<file path="src/design/ims_pkg.sv">
package ims_pkg;

	localparam int DEF_BUFFER_DEPTH = 32;
	localparam int LEN_W = 6;

	localparam logic [1:0] MODE_LOAD   = 2'd0;
	localparam logic [1:0] MODE_READ   = 2'd1;
	localparam logic [1:0] MODE_START  = 2'd2;
	localparam logic [1:0] MODE_STATUS = 2'd3;

	// master status codes of the bus engine
	localparam logic [7:0] ST_START       = 8'h08;
	localparam logic [7:0] ST_RSTART      = 8'h10;
	localparam logic [7:0] ST_SLA_W_ACK   = 8'h18;
	localparam logic [7:0] ST_SLA_W_NACK  = 8'h20;
	localparam logic [7:0] ST_DATA_TX_ACK = 8'h28;
	localparam logic [7:0] ST_DATA_TX_NAK = 8'h30;
	localparam logic [7:0] ST_ARB_LOST    = 8'h38;
	localparam logic [7:0] ST_SLA_R_ACK   = 8'h40;
	localparam logic [7:0] ST_SLA_R_NACK  = 8'h48;
	localparam logic [7:0] ST_DATA_RX_ACK = 8'h50;
	localparam logic [7:0] ST_DATA_RX_NAK = 8'h58;

	typedef struct packed {
		logic [1:0]       mode;
		logic [4:0]       buffer_index;
		logic [7:0]       load_byte;
		logic [7:0]       target_address;
		logic [LEN_W-1:0] transfer_length;
		logic [7:0]       bus_status;
		logic [7:0]       received_byte;
	} item_t;

	typedef struct packed {
		logic txv;
		logic tx_mem;
		logic tx_addr;
		logic ssta;
		logic csta;
		logic sto;
		logic sack;
		logic cack;
		logic ovf;
		logic rb_mem;
		logic load_txn;
		logic set_end;
		logic set_ok;
	} act_t;

	typedef struct packed {
		logic       txv;
		logic       tx_mem;
		logic [7:0] tx_byte;
		logic       ssta;
		logic       csta;
		logic       sto;
		logic       sack;
		logic       cack;
		logic       done;
		logic       ok;
		logic       rb_mem;
		logic       ovf;
	} res_t;

endpackage

</file>
<file path="src/design/ims_in_if.sv">
interface ims_in_if;
	logic       valid;
	logic       ready;
	logic [1:0] mode;
	logic [4:0] buffer_index;
	logic [7:0] load_byte;
	logic [7:0] target_address;
	logic [5:0] transfer_length;
	logic [7:0] bus_status;
	logic [7:0] received_byte;

	modport source (
		output valid, mode, buffer_index, load_byte, target_address, transfer_length,
			bus_status, received_byte,
		input ready
	);
	modport sink (
		input valid, mode, buffer_index, load_byte, target_address, transfer_length,
			bus_status, received_byte,
		output ready
	);
endinterface

</file>
<file path="src/design/ims_out_if.sv">
interface ims_out_if;
	logic       valid;
	logic       ready;
	logic       transmit_valid;
	logic [7:0] transmit_byte;
	logic       set_start;
	logic       clear_start;
	logic       set_stop;
	logic       set_ack;
	logic       clear_ack;
	logic       done_res;
	logic       success;
	logic [7:0] readback_byte;
	logic       overflow;

	modport source (
		output valid, transmit_valid, transmit_byte, set_start, clear_start, set_stop,
			set_ack, clear_ack, done_res, success, readback_byte, overflow,
		input ready
	);
	modport sink (
		input valid, transmit_valid, transmit_byte, set_start, clear_start, set_stop,
			set_ack, clear_ack, done_res, success, readback_byte, overflow,
		output ready
	);
endinterface

</file>
<file path="src/design/ims_buffer.sv">
module ims_buffer import ims_pkg::*; #(
	parameter int BUFFER_DEPTH = DEF_BUFFER_DEPTH,
	parameter int AW = (BUFFER_DEPTH > 1) ? $clog2(BUFFER_DEPTH) : 1
) (
	input  logic          clk,
	input  logic          we,
	input  logic [AW-1:0] waddr,
	input  logic [7:0]    wdata,
	input  logic          re,
	input  logic [AW-1:0] raddr,
	output logic [7:0]    rdata
);
	logic [7:0] mem [BUFFER_DEPTH];

	always_ff @(posedge clk) begin
		if (we) begin
			mem[waddr] <= wdata;
		end
	end

	always_ff @(posedge clk) begin
		if (re) begin
			rdata <= mem[raddr];
		end
	end
endmodule

</file>
<file path="src/design/ims_decode.sv">
module ims_decode import ims_pkg::*; #(
	parameter int BUFFER_DEPTH = DEF_BUFFER_DEPTH,
	parameter int AW = (BUFFER_DEPTH > 1) ? $clog2(BUFFER_DEPTH) : 1,
	parameter int IW = $clog2(BUFFER_DEPTH + 1)
) (
	input  item_t            itm,
	input  logic [IW-1:0]    idx,
	input  logic [LEN_W-1:0] len,
	output act_t             act,
	output logic             mem_we,
	output logic [AW-1:0]    mem_waddr,
	output logic [7:0]       mem_wdata,
	output logic             mem_re,
	output logic [AW-1:0]    mem_raddr,
	output logic             idx_we,
	output logic [IW-1:0]    idx_nxt
);
	localparam int CW = (IW > LEN_W) ? IW : LEN_W;

	logic          bidx_ok;
	logic          idx_ok;
	logic [IW-1:0] idx_inc;
	logic [CW-1:0] idx_c;
	logic [CW-1:0] inc_c;
	logic [CW-1:0] len_c;

	assign bidx_ok = 32'(itm.buffer_index) < 32'(BUFFER_DEPTH);
	assign idx_ok  = 32'(idx) < 32'(BUFFER_DEPTH);
	assign idx_inc = idx + IW'(1);
	assign idx_c   = CW'(idx);
	assign inc_c   = CW'(idx_inc);
	assign len_c   = CW'(len);

	always_comb begin
		act       = '0;
		mem_we    = 1'b0;
		mem_waddr = AW'(itm.buffer_index);
		mem_wdata = itm.load_byte;
		mem_re    = 1'b0;
		mem_raddr = AW'(itm.buffer_index);
		idx_we    = 1'b0;
		idx_nxt   = idx_inc;
		case (itm.mode)
			MODE_LOAD: begin
				if (bidx_ok) mem_we = 1'b1;
				else act.ovf = 1'b1;
			end
			MODE_READ: begin
				if (bidx_ok) begin
					mem_re     = 1'b1;
					act.rb_mem = 1'b1;
				end else begin
					act.ovf = 1'b1;
				end
			end
			MODE_START: begin
				act.load_txn = 1'b1;
				act.ssta     = 1'b1;
			end
			MODE_STATUS: begin
				case (itm.bus_status)
					ST_START: begin
						act.txv     = 1'b1;
						act.tx_addr = 1'b1;
						act.csta    = 1'b1;
						if (idx_c >= len_c) begin
							act.sto     = 1'b1;
							act.set_end = 1'b1;
						end
					end
					ST_RSTART: begin
						idx_we      = 1'b1;
						idx_nxt     = '0;
						act.txv     = 1'b1;
						act.tx_addr = 1'b1;
						act.csta    = 1'b1;
					end
					ST_SLA_W_ACK, ST_DATA_TX_ACK: begin
						if (itm.bus_status == ST_DATA_TX_ACK && idx_c == len_c) begin
							act.sto     = 1'b1;
							act.set_end = 1'b1;
							act.set_ok  = 1'b1;
						end else if (idx_ok) begin
							act.txv    = 1'b1;
							act.tx_mem = 1'b1;
							mem_re     = 1'b1;
							mem_raddr  = AW'(idx);
							idx_we     = 1'b1;
						end else begin
							act.ovf = 1'b1;
						end
					end
					ST_ARB_LOST: act.ssta = 1'b1;
					ST_SLA_R_ACK: act.sack = 1'b1;
					ST_DATA_RX_ACK: begin
						if (idx_ok) begin
							mem_we    = 1'b1;
							mem_waddr = AW'(idx);
							mem_wdata = itm.received_byte;
							idx_we    = 1'b1;
						end else begin
							act.ovf = 1'b1;
						end
						// nack the byte that will fill the transfer
						if ((idx_ok ? inc_c : idx_c) == len_c) act.cack = 1'b1;
						else act.sack = 1'b1;
					end
					ST_DATA_RX_NAK: begin
						act.sto     = 1'b1;
						act.set_end = 1'b1;
						act.set_ok  = 1'b1;
					end
					default: begin
						act.sto     = 1'b1;
						act.set_end = 1'b1;
					end
				endcase
			end
			default: ;
		endcase
	end
endmodule

</file>
<file path="src/design/i2c_master_status_sequencer.sv">
// sequencer of an i2c master, one decision per item
// item channel: load or read back a buffer byte, start a transaction with an
// address byte and a length, or report one bus status code with the byte received
// result channel: one result per item with the control actions (start set or
// clear, stop, ack or nack), a byte to load into the data register, the done and
// success flags, a read-back byte and the overflow mark
// an accepted item is registered in the input stage, where it is decoded and the
// buffer memory is written or read; when the output register can advance, the
// result is registered there and shown from that register
// throughput is one item per cycle while the receiver does not stall; the read of
// the buffer memory and the index update both finish within the input stage
// when the receiver stalls the result holds in the output register and one more
// item is still taken into the input stage; beyond that the item channel stalls
// reset clears the pipeline valids, the index, the length, the address byte and
// both flags; the buffer contents stay undefined until written
module i2c_master_status_sequencer import ims_pkg::*; #(
	parameter int BUFFER_DEPTH = DEF_BUFFER_DEPTH
) (
	input logic       clk,
	input logic       arst_n,
	ims_in_if.sink    item,
	ims_out_if.source result
);
	localparam int AW = (BUFFER_DEPTH > 1) ? $clog2(BUFFER_DEPTH) : 1;
	localparam int IW = $clog2(BUFFER_DEPTH + 1);

	item_t            item_s1;
	logic             valid_s1;
	res_t             res_s2;
	logic             valid_s2;
	res_t             res_d;

	logic [IW-1:0]    idx_q;
	logic [LEN_W-1:0] len_q;
	logic [7:0]       addr_q;
	logic             ended_q;
	logic             ok_q;

	act_t             act;
	logic             mem_we;
	logic [AW-1:0]    mem_waddr;
	logic [7:0]       mem_wdata;
	logic             mem_re;
	logic [AW-1:0]    mem_raddr;
	logic [7:0]       mem_rdata;
	logic             idx_we;
	logic [IW-1:0]    idx_nxt;

	logic             adv_s2;
	logic             fire_s1;
	logic             take;

	assign adv_s2     = !valid_s2 || result.ready;
	assign fire_s1    = valid_s1 && adv_s2;
	assign item.ready = !valid_s1 || adv_s2;
	assign take       = item.valid && item.ready;

	ims_decode #(
		.BUFFER_DEPTH(BUFFER_DEPTH),
		.AW(AW),
		.IW(IW)
	) u_decode (
		.itm(item_s1),
		.idx(idx_q),
		.len(len_q),
		.act(act),
		.mem_we(mem_we),
		.mem_waddr(mem_waddr),
		.mem_wdata(mem_wdata),
		.mem_re(mem_re),
		.mem_raddr(mem_raddr),
		.idx_we(idx_we),
		.idx_nxt(idx_nxt)
	);

	ims_buffer #(
		.BUFFER_DEPTH(BUFFER_DEPTH),
		.AW(AW)
	) u_buffer (
		.clk(clk),
		.we(fire_s1 && mem_we),
		.waddr(mem_waddr),
		.wdata(mem_wdata),
		.re(fire_s1 && mem_re),
		.raddr(mem_raddr),
		.rdata(mem_rdata)
	);

	always_comb begin
		res_d.txv     = act.txv;
		res_d.tx_mem  = act.tx_mem;
		res_d.tx_byte = act.tx_addr ? addr_q : 8'h00;
		res_d.ssta    = act.ssta;
		res_d.csta    = act.csta;
		res_d.sto     = act.sto;
		res_d.sack    = act.sack;
		res_d.cack    = act.cack;
		res_d.done    = !act.load_txn && (ended_q || act.set_end);
		res_d.ok      = !act.load_txn && (ok_q || act.set_ok);
		res_d.rb_mem  = act.rb_mem;
		res_d.ovf     = act.ovf;
	end

	always_ff @(posedge clk or negedge arst_n) begin
		if (!arst_n) begin
			valid_s1 <= 1'b0;
			valid_s2 <= 1'b0;
		end else begin
			if (take) valid_s1 <= 1'b1;
			else if (fire_s1) valid_s1 <= 1'b0;
			if (adv_s2) valid_s2 <= valid_s1;
		end
	end

	always_ff @(posedge clk) begin
		if (take) item_s1 <= item_t'({item.mode, item.buffer_index, item.load_byte,
			item.target_address, item.transfer_length, item.bus_status,
			item.received_byte});
		if (fire_s1) res_s2 <= res_d;
	end

	always_ff @(posedge clk or negedge arst_n) begin
		if (!arst_n) begin
			idx_q   <= '0;
			len_q   <= '0;
			addr_q  <= '0;
			ended_q <= 1'b0;
			ok_q    <= 1'b0;
		end else if (fire_s1) begin
			if (act.load_txn) begin
				idx_q   <= '0;
				len_q   <= item_s1.transfer_length;
				addr_q  <= item_s1.target_address;
				ended_q <= 1'b0;
				ok_q    <= 1'b0;
			end else begin
				if (idx_we) idx_q <= idx_nxt;
				if (act.set_end) ended_q <= 1'b1;
				if (act.set_ok) ok_q <= 1'b1;
			end
		end
	end

	assign result.valid          = valid_s2;
	assign result.transmit_valid = res_s2.txv;
	assign result.transmit_byte  = res_s2.tx_mem ? mem_rdata : res_s2.tx_byte;
	assign result.set_start      = res_s2.ssta;
	assign result.clear_start    = res_s2.csta;
	assign result.set_stop       = res_s2.sto;
	assign result.set_ack        = res_s2.sack;
	assign result.clear_ack      = res_s2.cack;
	assign result.done_res       = res_s2.done;
	assign result.success        = res_s2.ok;
	assign result.readback_byte  = res_s2.rb_mem ? mem_rdata : 8'h00;
	assign result.overflow       = res_s2.ovf;

	a_idx_bound: assert property (@(posedge clk) disable iff (!arst_n)
		32'(idx_q) <= 32'(BUFFER_DEPTH))
		else $error("byte index beyond buffer depth");

	a_ok_implies_end: assert property (@(posedge clk) disable iff (!arst_n)
		ok_q |-> ended_q)
		else $error("success flag without done flag");

	a_start_clears: assert property (@(posedge clk) disable iff (!arst_n)
		fire_s1 && item_s1.mode == MODE_START |=> idx_q == '0 && !ended_q && !ok_q)
		else $error("start item did not clear transaction state");

	a_full_stall: assert property (@(posedge clk) disable iff (!arst_n)
		valid_s2 && !result.ready && valid_s1 |-> !item.ready)
		else $error("item taken with both stages full");
endmodule
</file>
<file path="src/flat_wrapper.sv">
// flat-port wrapper written by rule: the top's interface ports become plain ports
module i2c_master_status_sequencer_flat import ims_pkg::*;
#(
	parameter int BUFFER_DEPTH = DEF_BUFFER_DEPTH
)
  (clk, arst_n, item_valid, item_mode, item_buffer_index, item_load_byte, item_target_address, item_transfer_length, item_bus_status, item_received_byte, item_ready, result_valid, result_transmit_valid, result_transmit_byte, result_set_start, result_clear_start, result_set_stop, result_set_ack, result_clear_ack, result_done_res, result_success, result_readback_byte, result_overflow, result_ready);
  ims_in_if item_i ();
  ims_out_if result_i ();
  input logic clk;
  input logic arst_n;
  input wire logic [$bits(item_i.valid)-1:0] item_valid;
  input wire logic [$bits(item_i.mode)-1:0] item_mode;
  input wire logic [$bits(item_i.buffer_index)-1:0] item_buffer_index;
  input wire logic [$bits(item_i.load_byte)-1:0] item_load_byte;
  input wire logic [$bits(item_i.target_address)-1:0] item_target_address;
  input wire logic [$bits(item_i.transfer_length)-1:0] item_transfer_length;
  input wire logic [$bits(item_i.bus_status)-1:0] item_bus_status;
  input wire logic [$bits(item_i.received_byte)-1:0] item_received_byte;
  output wire logic [$bits(item_i.ready)-1:0] item_ready;
  output wire logic [$bits(result_i.valid)-1:0] result_valid;
  output wire logic [$bits(result_i.transmit_valid)-1:0] result_transmit_valid;
  output wire logic [$bits(result_i.transmit_byte)-1:0] result_transmit_byte;
  output wire logic [$bits(result_i.set_start)-1:0] result_set_start;
  output wire logic [$bits(result_i.clear_start)-1:0] result_clear_start;
  output wire logic [$bits(result_i.set_stop)-1:0] result_set_stop;
  output wire logic [$bits(result_i.set_ack)-1:0] result_set_ack;
  output wire logic [$bits(result_i.clear_ack)-1:0] result_clear_ack;
  output wire logic [$bits(result_i.done_res)-1:0] result_done_res;
  output wire logic [$bits(result_i.success)-1:0] result_success;
  output wire logic [$bits(result_i.readback_byte)-1:0] result_readback_byte;
  output wire logic [$bits(result_i.overflow)-1:0] result_overflow;
  input wire logic [$bits(result_i.ready)-1:0] result_ready;
  assign item_i.valid = item_valid;
  assign item_i.mode = item_mode;
  assign item_i.buffer_index = item_buffer_index;
  assign item_i.load_byte = item_load_byte;
  assign item_i.target_address = item_target_address;
  assign item_i.transfer_length = item_transfer_length;
  assign item_i.bus_status = item_bus_status;
  assign item_i.received_byte = item_received_byte;
  assign item_ready = item_i.ready;
  assign result_valid = result_i.valid;
  assign result_transmit_valid = result_i.transmit_valid;
  assign result_transmit_byte = result_i.transmit_byte;
  assign result_set_start = result_i.set_start;
  assign result_clear_start = result_i.clear_start;
  assign result_set_stop = result_i.set_stop;
  assign result_set_ack = result_i.set_ack;
  assign result_clear_ack = result_i.clear_ack;
  assign result_done_res = result_i.done_res;
  assign result_success = result_i.success;
  assign result_readback_byte = result_i.readback_byte;
  assign result_overflow = result_i.overflow;
  assign result_i.ready = result_ready;
  i2c_master_status_sequencer #(.BUFFER_DEPTH(BUFFER_DEPTH)) u_core (.clk(clk), .arst_n(arst_n), .item(item_i), .result(result_i));
endmodule
</file>
<file path="config.mk">
export PLATFORM = sky130hd
export DESIGN_NAME = i2c_master_status_sequencer_flat
export DESIGN_NICKNAME = d
export VERILOG_FILES = /design/src/design/ims_pkg.sv /design/src/design/ims_in_if.sv /design/src/design/ims_out_if.sv /design/src/design/ims_buffer.sv /design/src/design/ims_decode.sv /design/src/design/i2c_master_status_sequencer.sv /design/src/flat_wrapper.sv
export SDC_FILE = /design/constraint.sdc
export NUM_CORES = 1
export LEC_CHECK = 0
export BUFFER_PORTS_ARGS = -buffer_cell sky130_fd_sc_hd__clkbuf_2
export CAP_MARGIN = 20
export CORE_ASPECT_RATIO = 1.1
export CORE_MARGIN = 10
export CORE_UTILIZATION = 46
export DETAILED_ROUTE_END_ITERATION = 12
export SLEW_MARGIN = 10
export SYNTH_ARGS = -nofsm -noshare
export SYNTH_HDL_FRONTEND = slang
export SYNTH_SLANG_ARGS = --single-unit
</file>
<file path="constraint.sdc">
create_clock -name clk -period 3.28 [get_ports clk]
set_input_delay 0.164 -clock clk [delete_from_list [all_inputs] [get_ports clk]]
set_output_delay 0.164 -clock clk [all_outputs]
set_load 0.01 [all_outputs]
</file>
; Word level (Yosys, flattened, before mapping)
; Memories as Yosys holds them, arrays and structs flattened. A register that Yosys moved wholly into a read port is not among the register bits.
; Cells that the tools add are included.
[word_totals]
regBits = 88
latch_bits = 0
ramBits = 256
rom_bits = 0
input_bits = 49
output_inout_bits = 27
elab_cells = 127
mem_count = 1
[mem_list]
columns = name, words, width, rd, rd_ports_with_merged_regs, write_ports, line_no
row1 = u_core.u_buffer.mem, 32, 8, 1, 1, 1, ims_buffer.sv:13  ; logic [7:0] mem [BUFFER_DEPTH];
[op_classes]
add_sub_neg = 1
n_mul = 0
n_div = 0
magnitude_cmp = 2
eq_ne = 13
shifts = 0
muxes = 54
bitwise_logic = 2
n_reduce_logical = 28
[op_table]
columns = op, count
row1 = 8-bit two-way mux, 5
row2 = 5-bit two-way mux, 6
row3 = 6-bit two-way mux, 5
row4 = "8-bit by 7-bit equality test with 1-bit output, second input constant", 3
row5 = 1-bit two-way mux, 24
row6 = "8-bit by 5-bit equality test with 1-bit output, second input constant", 2
row7 = "8-bit by 6-bit equality test with 1-bit output, second input constant", 2
row8 = 1-bit one-hot mux with 2 select lines, 7
row9 = 6-bit equality test, 2
row10 = 2-bit AND reduction, 5
row11 = 1-bit one-hot mux with 3 select lines, 3
row12 = "8-bit by 4-bit equality test with 1-bit output, second input constant", 1
row13 = 2-bit two-way mux, 4
row14 = 2-bit nonzero test, 4
row15 = 1-bit logical AND, 7
row16 = "6-bit by 1-bit adder with 6-bit output, second input constant", 1
row17 = 6-bit >= comparator, 1
row18 = "6-bit less-than comparator, second input constant", 1
row19 = "2-bit equality test, second input constant", 2
row20 = 1-bit logical OR, 4
row21 = 2-bit OR reduction, 2
row22 = 4-bit OR reduction, 1
row23 = 1-bit zero test, 3
row24 = 3-bit OR reduction, 1
row25 = other kinds (3), 4

; Depth between registers and ports, before layout
[depth]
ltp_word = 7
depth_mapped = 13
depth_no_buf = 10

; Modules after synthesis
; From an unflattened synthesis, not the netlist that was laid out.
[unflattened]
hier_cells = 701
area_unflattened_um2 = 14276.2
[by_module_without_submodules]
columns = module, n_inst, cells_each, area_each_um2, seq_area_each_um2
row1 = ims_buffer, 1, 417, 10133.5, 7927.6
row2 = i2c_master_status_sequencer, 1, 160, 3164.3, 2522.4
row3 = ims_decode, 1, 124, 978.4, 0.0

; Worst setup path before layout
; Ideal clock, no wire load.
[synth_path]
kind = register -> register
from = reg u_core.idx_q[0]
to = reg u_core.u_buffer.rdata[6], read port of u_core.u_buffer.mem, data pin
setup_time_ns = 0.255
arrival_time_ns = 2.638
required_time_ns = 3.025
slack_ns = 0.387
path_stages_with_launch = 12
path_buffers = 1
cell_sequence = dfrtp_1 -> inv_1 -> ha_1 -> and4_1 -> a31o_2 -> nor2_8 -> mux2_2 -> or3_1 -> clkbuf_2 -> nand3b_1 -> nand4_1 -> nor3_1
[synth_between]
elab_chain_cells = 6
elab_cells_between_ends = 12
cone_classes = order compare (1) / eq/ne (1) / mux (8) / reduce/logical (2)
[synth_rtl]
columns = item, line_no
row1 = start: declaration, i2c_master_status_sequencer.sv:33  ; logic [IW-1:0] idx_q;
row2 = start signal: assignment, i2c_master_status_sequencer.sv:137  ; if (idx_we) idx_q <= idx_nxt;
row3 = 6-bit less-than comparator / 6-bit equality test (equally long branches), "ims_decode.sv:28, ims_decode.sv:79"
row4 = 1-bit two-way mux / 1-bit logical AND (equally long branches), "ims_decode.sv:83, ims_decode.sv:79"
row5 = 1-bit two-way mux, ims_decode.sv:79  ; if (itm.bus_status == ST_DATA_TX_ACK && idx_c == len_c) begin
row6 = 1-bit two-way mux, ims_decode.sv:61  ; case (itm.bus_status)
row7 = 1-bit one-hot mux with 2 select lines, ims_decode.sv:43  ; case (itm.mode)
row8 = 1-bit logical AND, i2c_master_status_sequencer.sv:84  ; .re(fire_s1 && mem_re),
row9 = end: declaration, ims_buffer.sv:11  ; output logic [7:0] rdata
; Parallel ways exist; a longest one is shown, timed or not.
; A chain may end at the register's enable or synchronous reset.

; Worst setup path in the final report
[layout_path]
from = reg u_core.item_s1[43] in the netlist's numbering
to = reg u_core.u_buffer.rdata[6], read port of u_core.u_buffer.mem, data pin
[layout_between]
elab_chain_cells = 3
elab_cells_between_ends = 5
cone_classes = eq/ne (2) / mux (2) / reduce/logical (1)
[layout_rtl]
columns = item, line_no
row1 = start: declaration, i2c_master_status_sequencer.sv:27  ; item_t item_s1;
row2 = start signal: assignment, i2c_master_status_sequencer.sv:116  ; if (take) item_s1 <= item_t'({item.mode, item.buffer_index, item.load_byte,
row3 = 2-bit equality test / 2-bit by 1-bit equality test with 1-bit output (equally long branches), ims_decode.sv:43
row4 = 1-bit one-hot mux with 2 select lines, ims_decode.sv:43
row5 = 1-bit logical AND, i2c_master_status_sequencer.sv:84
; Parallel ways exist; a longest one is shown, timed or not.

==> results.sh <==
export IMPL_status="finished clean"
export IMPL_clkPwrFrac_pct=37.2
export IMPL_slew_limit_headroom_pct=29.56
export IMPL_switching_power_w=0.002418
export IMPL_pwr_share_seq_pct=51.2
export IMPL_maxSlewViolCount=0
export IMPL_grt_util_all_layers_pct=18.70
export IMPL_p_int_w=0.007636
export IMPL_avgSynthCellArea_um2=13.88
export IMPL_ys_seq_area_share_pct=71.22
export IMPL_power_frac_comb_pct=11.6
export IMPL_path_class="flip-flop to flip-flop"
export IMPL_final_cell_mix="edfxtp_1 (328), nand2_1 (210), nor2_1 (94)"
export IMPL_postCtsSetupBuffers=0
export IMPL_async_flop_share_pct=6.818
export IMPL_overflow=0
export IMPL_switching_share_pct=24.05
export IMPL_syn2layout_area_growth_pct=19.60
export IMPL_synth_cells=1057
export IMPL_ir_drop_mv=0.4823
export IMPL_use_met2_pct=30.68
export IMPL_cts_clk_slew_worst_paths_ns=0.06
export IMPL_maxCapViolations=0
export IMPL_worstPathCellList="ha_2 -> and4bb_2 -> and2_4 -> a311oi_1 -> buf_4 -> and2_2 -> buf_12 -> buf_12 -> buf_4 -> nand2_1 -> a32oi_2 -> nand4_1 -> nor3_2"
export IMPL_synth_nets=1118
export IMPL_busiest_layer="met2"
export IMPL_clk_path_buf_depth=3
export IMPL_critPathRequiredTime_ns=3.65
export IMPL_grt_pass1_wl_mm=57.55
export IMPL_cts_buffers=35
export IMPL_portBuffers=75
export IMPL_cts_tree="done"
export IMPL_path_max_fanout=27
export IMPL_netlist_top_cells_area="edfxtp_1 (67%), nand2_1 (5.4%), dfrtp_1 (4.1%)"
export IMPL_vias=9267
export IMPL_nets=1309
export IMPL_clk_latency_ns=0.52
export IMPL_drtAntennaViolNets=0
export IMPL_antenna_found_initial=0
export IMPL_boundaryPins=76
export IMPL_drc=0
export IMPL_r2r_start="u_core.item_s1[43]"
export IMPL_die_w_um=190.3
export IMPL_dieArea_um2=39450
export IMPL_synth_flop_cell="edfxtp_1"
export IMPL_final_layout_size_suffix_gt1_share_pct=20.44
export IMPL_r2r_cells=13
export IMPL_fp_row_count=68
export IMPL_reg2reg_to="u_core.u_buffer.rdata[6]"
export IMPL_cts_htree_levels=2
export IMPL_post_route_period_util_pct=95.61
export IMPL_hold_viol_final=0
export IMPL_clock_sinks=352
export IMPL_placed_cells=1582
export IMPL_hold_class="input pin to asynchronous set/reset pin"
export IMPL_wl_mm=37.35
export IMPL_netlist_area_um2=14670
export IMPL_synth_edf_count=328
export IMPL_ff2ff_setup_slack_ns=0.14
export IMPL_tightestPinTransition_ns=1.057
export IMPL_final_common_cell="edfxtp_1"
export IMPL_wl_per_cell_um=22.07
export IMPL_worst_path_max_delay_cell="edfxtp_1"
export IMPL_yosys_area_top_type="edfxtp_1"
export IMPL_core_area_um2=31400
export IMPL_synth_seq_cells=352
export IMPL_grt_pass1_vias=9441
export IMPL_synthDistinctLibCells=66
export IMPL_start_util_pct=46.74
export IMPL_timing_fmax_mhz=318.9
export IMPL_vias_per_cell=5.477
export IMPL_critical_path_max_stage_delay_ns=0.42
export IMPL_setup_viol=0
export IMPL_dp_hpwl_mm=24.58
export IMPL_grtUsageMet3_pct=3.562
export IMPL_period_needed_ns=3.136
export IMPL_layout_cells_non_filler=1692
export IMPL_clock_skew_ns=0.01904
export IMPL_finalWeightedCongestion=0.8831
export IMPL_first_iter_violations=895
export IMPL_die_y_um=207.3
export IMPL_cp_end_kind="flip-flop"
export IMPL_grt_max_degree=49
export IMPL_dr_pass1_iters=5
export IMPL_cts_root_buffer="clkbuf_16"
export IMPL_pwr_density_cell_nw_per_um2=572.9
export IMPL_leakage_nw=6.466
export IMPL_grt_util_met1_pct=24.92
export IMPL_tns_ns=0
export IMPL_start_kind="flip-flop"
export IMPL_critical_path_arrival_ns=3.51
export IMPL_synth_top_area_share_pct=67.13
export IMPL_num_antenna_cells=0
export IMPL_synth_warnings=0
==> per-layer routing <==
| layer | vias to the layer above | part of all wire [%] | wire length, µm |
|---|---|---|---|
| met3 | 60 | 6.5 | 2431 |
| li1 | 4303 | - | - |
| met1 | 4584 | 42 | 15840 |
| met2 | 320 | 49 | 18250 |
| met5 | - | 0 | 0 |
| met4 | 0 | 2.2 | 826 |
==> state kept, by name, indices dropped and copies added, names as in the netlist, 6 cells and up <==
signal,cells
u_core.u_buffer.mem,256
u_core.item_s1,45
u_core.res_s2,10
u_core.addr_q,8
u_core.u_buffer.rdata,8
u_core.idx_q,6
u_core.len_q,6
==> synth_stat cells (2+ instances only) <==
cell / n
o21ai_0: 10
and2_1: 20
ha_1: 12
nor4_1: 2
a31o_2: 2
o21a_1: 3
nor3_2: 7
mux2_2: 24
nand3b_1: 3
buf_4: 7
nor2b_1: 7
a31oi_1: 3
mux2i_1: 40
nand2b_1: 7
xor2_1: 5
buf_2: 19
a21oi_1: 7
nor2_1: 94
buf_6: 5
or4_1: 2
o31a_1: 2
dfrtp_1: 24
nor3_1: 11
edfxtp_1: 328
o22ai_1: 2
xnor2_1: 5
clkbuf_1: 14
o31ai_1: 5
clkbuf_2: 2
and3_1: 11
buf_1: 4
o2111ai_2: 7
nor2_2: 2
nand3_1: 44
inv_1: 17
or3_1: 3
o211ai_1: 7
nand2_1: 211
nand4_1: 13
a32oi_1: 39
a211oi_1: 2
==> critical path: cells and delay by family (launching register included) <==
| family | cells | cell delay [ns] |
|---|---|---|
| buf+inv | 4 | 0.74 |
| fa+ha+maj | 1 | 0.25 |
| compound gates | 2 | 0.47 |
| flops | 1 | 0.42 |
| simple gates | 6 | 1.08 |
==> per-stage QoR <==
stage	area [µm²]	hold slack, ns	power, W	setup WS (ns)	util [%]
after CTS	17520	0.2264	0.01011	0.04863	55.82
final	17550	0.2177	0.01005	0.1439	55.89
after detailed placement	15990	0.2362	0.006355	0.08110	50.92
after floorplan	14670	-0.1316	0.005923	0.3868	-
after global routing	17550	0.2870	0.01043	-0.01415	55.89
after global placement	15990	0.2351	0.006342	0.08467	50.92
==> cell families (layout without fill, tap and decap cells) <==
logic type | Yosys count | count (layout) | synth area share [%]
and+or+nand+nor | 450 | 450 | 14.22
DFF | 352 | 352 | 71.22
AOI/OAI and AO/OA | 99 | 99 | 5.773
buffers and inverters | 68 | 283 | 2.353
muxes | 66 | 66 | 4.818
adders and majority gates | 12 | 12 | 1.023
xor gates and xnor gates | 10 | 10 | 0.5969
==> layout make-up <==
type | instances | area, µm²
sequential | 352 | 10450
tap | 420 | 525.5
clock inverter | 15 | 110.1
timing repair buffer | 205 | 1549
clock buffer | 46 | 938.4
inverter | 17 | 63.81
fill | 2518 | 13850
multi-input combinational | 637 | 3911
==> repair_timing <==
action,in CTS,in global routing
resized for setup,0,5
hold buffers,49,0
hold endpoints to repair,71,0
setup endpoints to repair,0,8
==> how the worst max path moves through the flow <==
stage | from | end | slack, ns | cells after the start
2_1_floorplan | u_core.idx_q[0] | u_core.u_buffer.rdata[6] | 0.39 | 11
3_3_place_gp | u_core.len_q[3] | u_core.u_buffer.rdata[7] | 0.08 | 12
3_5_place_dp | u_core.item_s1[43] | u_core.u_buffer.rdata[3] | 0.08 | 13
4_1_cts | u_core.len_q[3] | u_core.u_buffer.rdata[7] | 0.05 | 12
5_1_grt | u_core.item_s1[43] | u_core.u_buffer.rdata[6] | -0.01 | 13
6_report | u_core.item_s1[43] | u_core.u_buffer.rdata[6] | 0.14 | 13
==> power by group through the flow <==
stage          Combinational (W)  Clock (W)  Sequential, W
6_report                 0.00117    0.00374        0.00515
3_3_place_gp             0.00111          0        0.00524
4_1_cts                  0.00117    0.00379        0.00515
3_5_place_dp             0.00111          0        0.00524
2_1_floorplan           0.000688          0        0.00524
5_1_grt                  0.00128    0.00398        0.00516
Note: power is estimated with default switching activity, not from simulation.
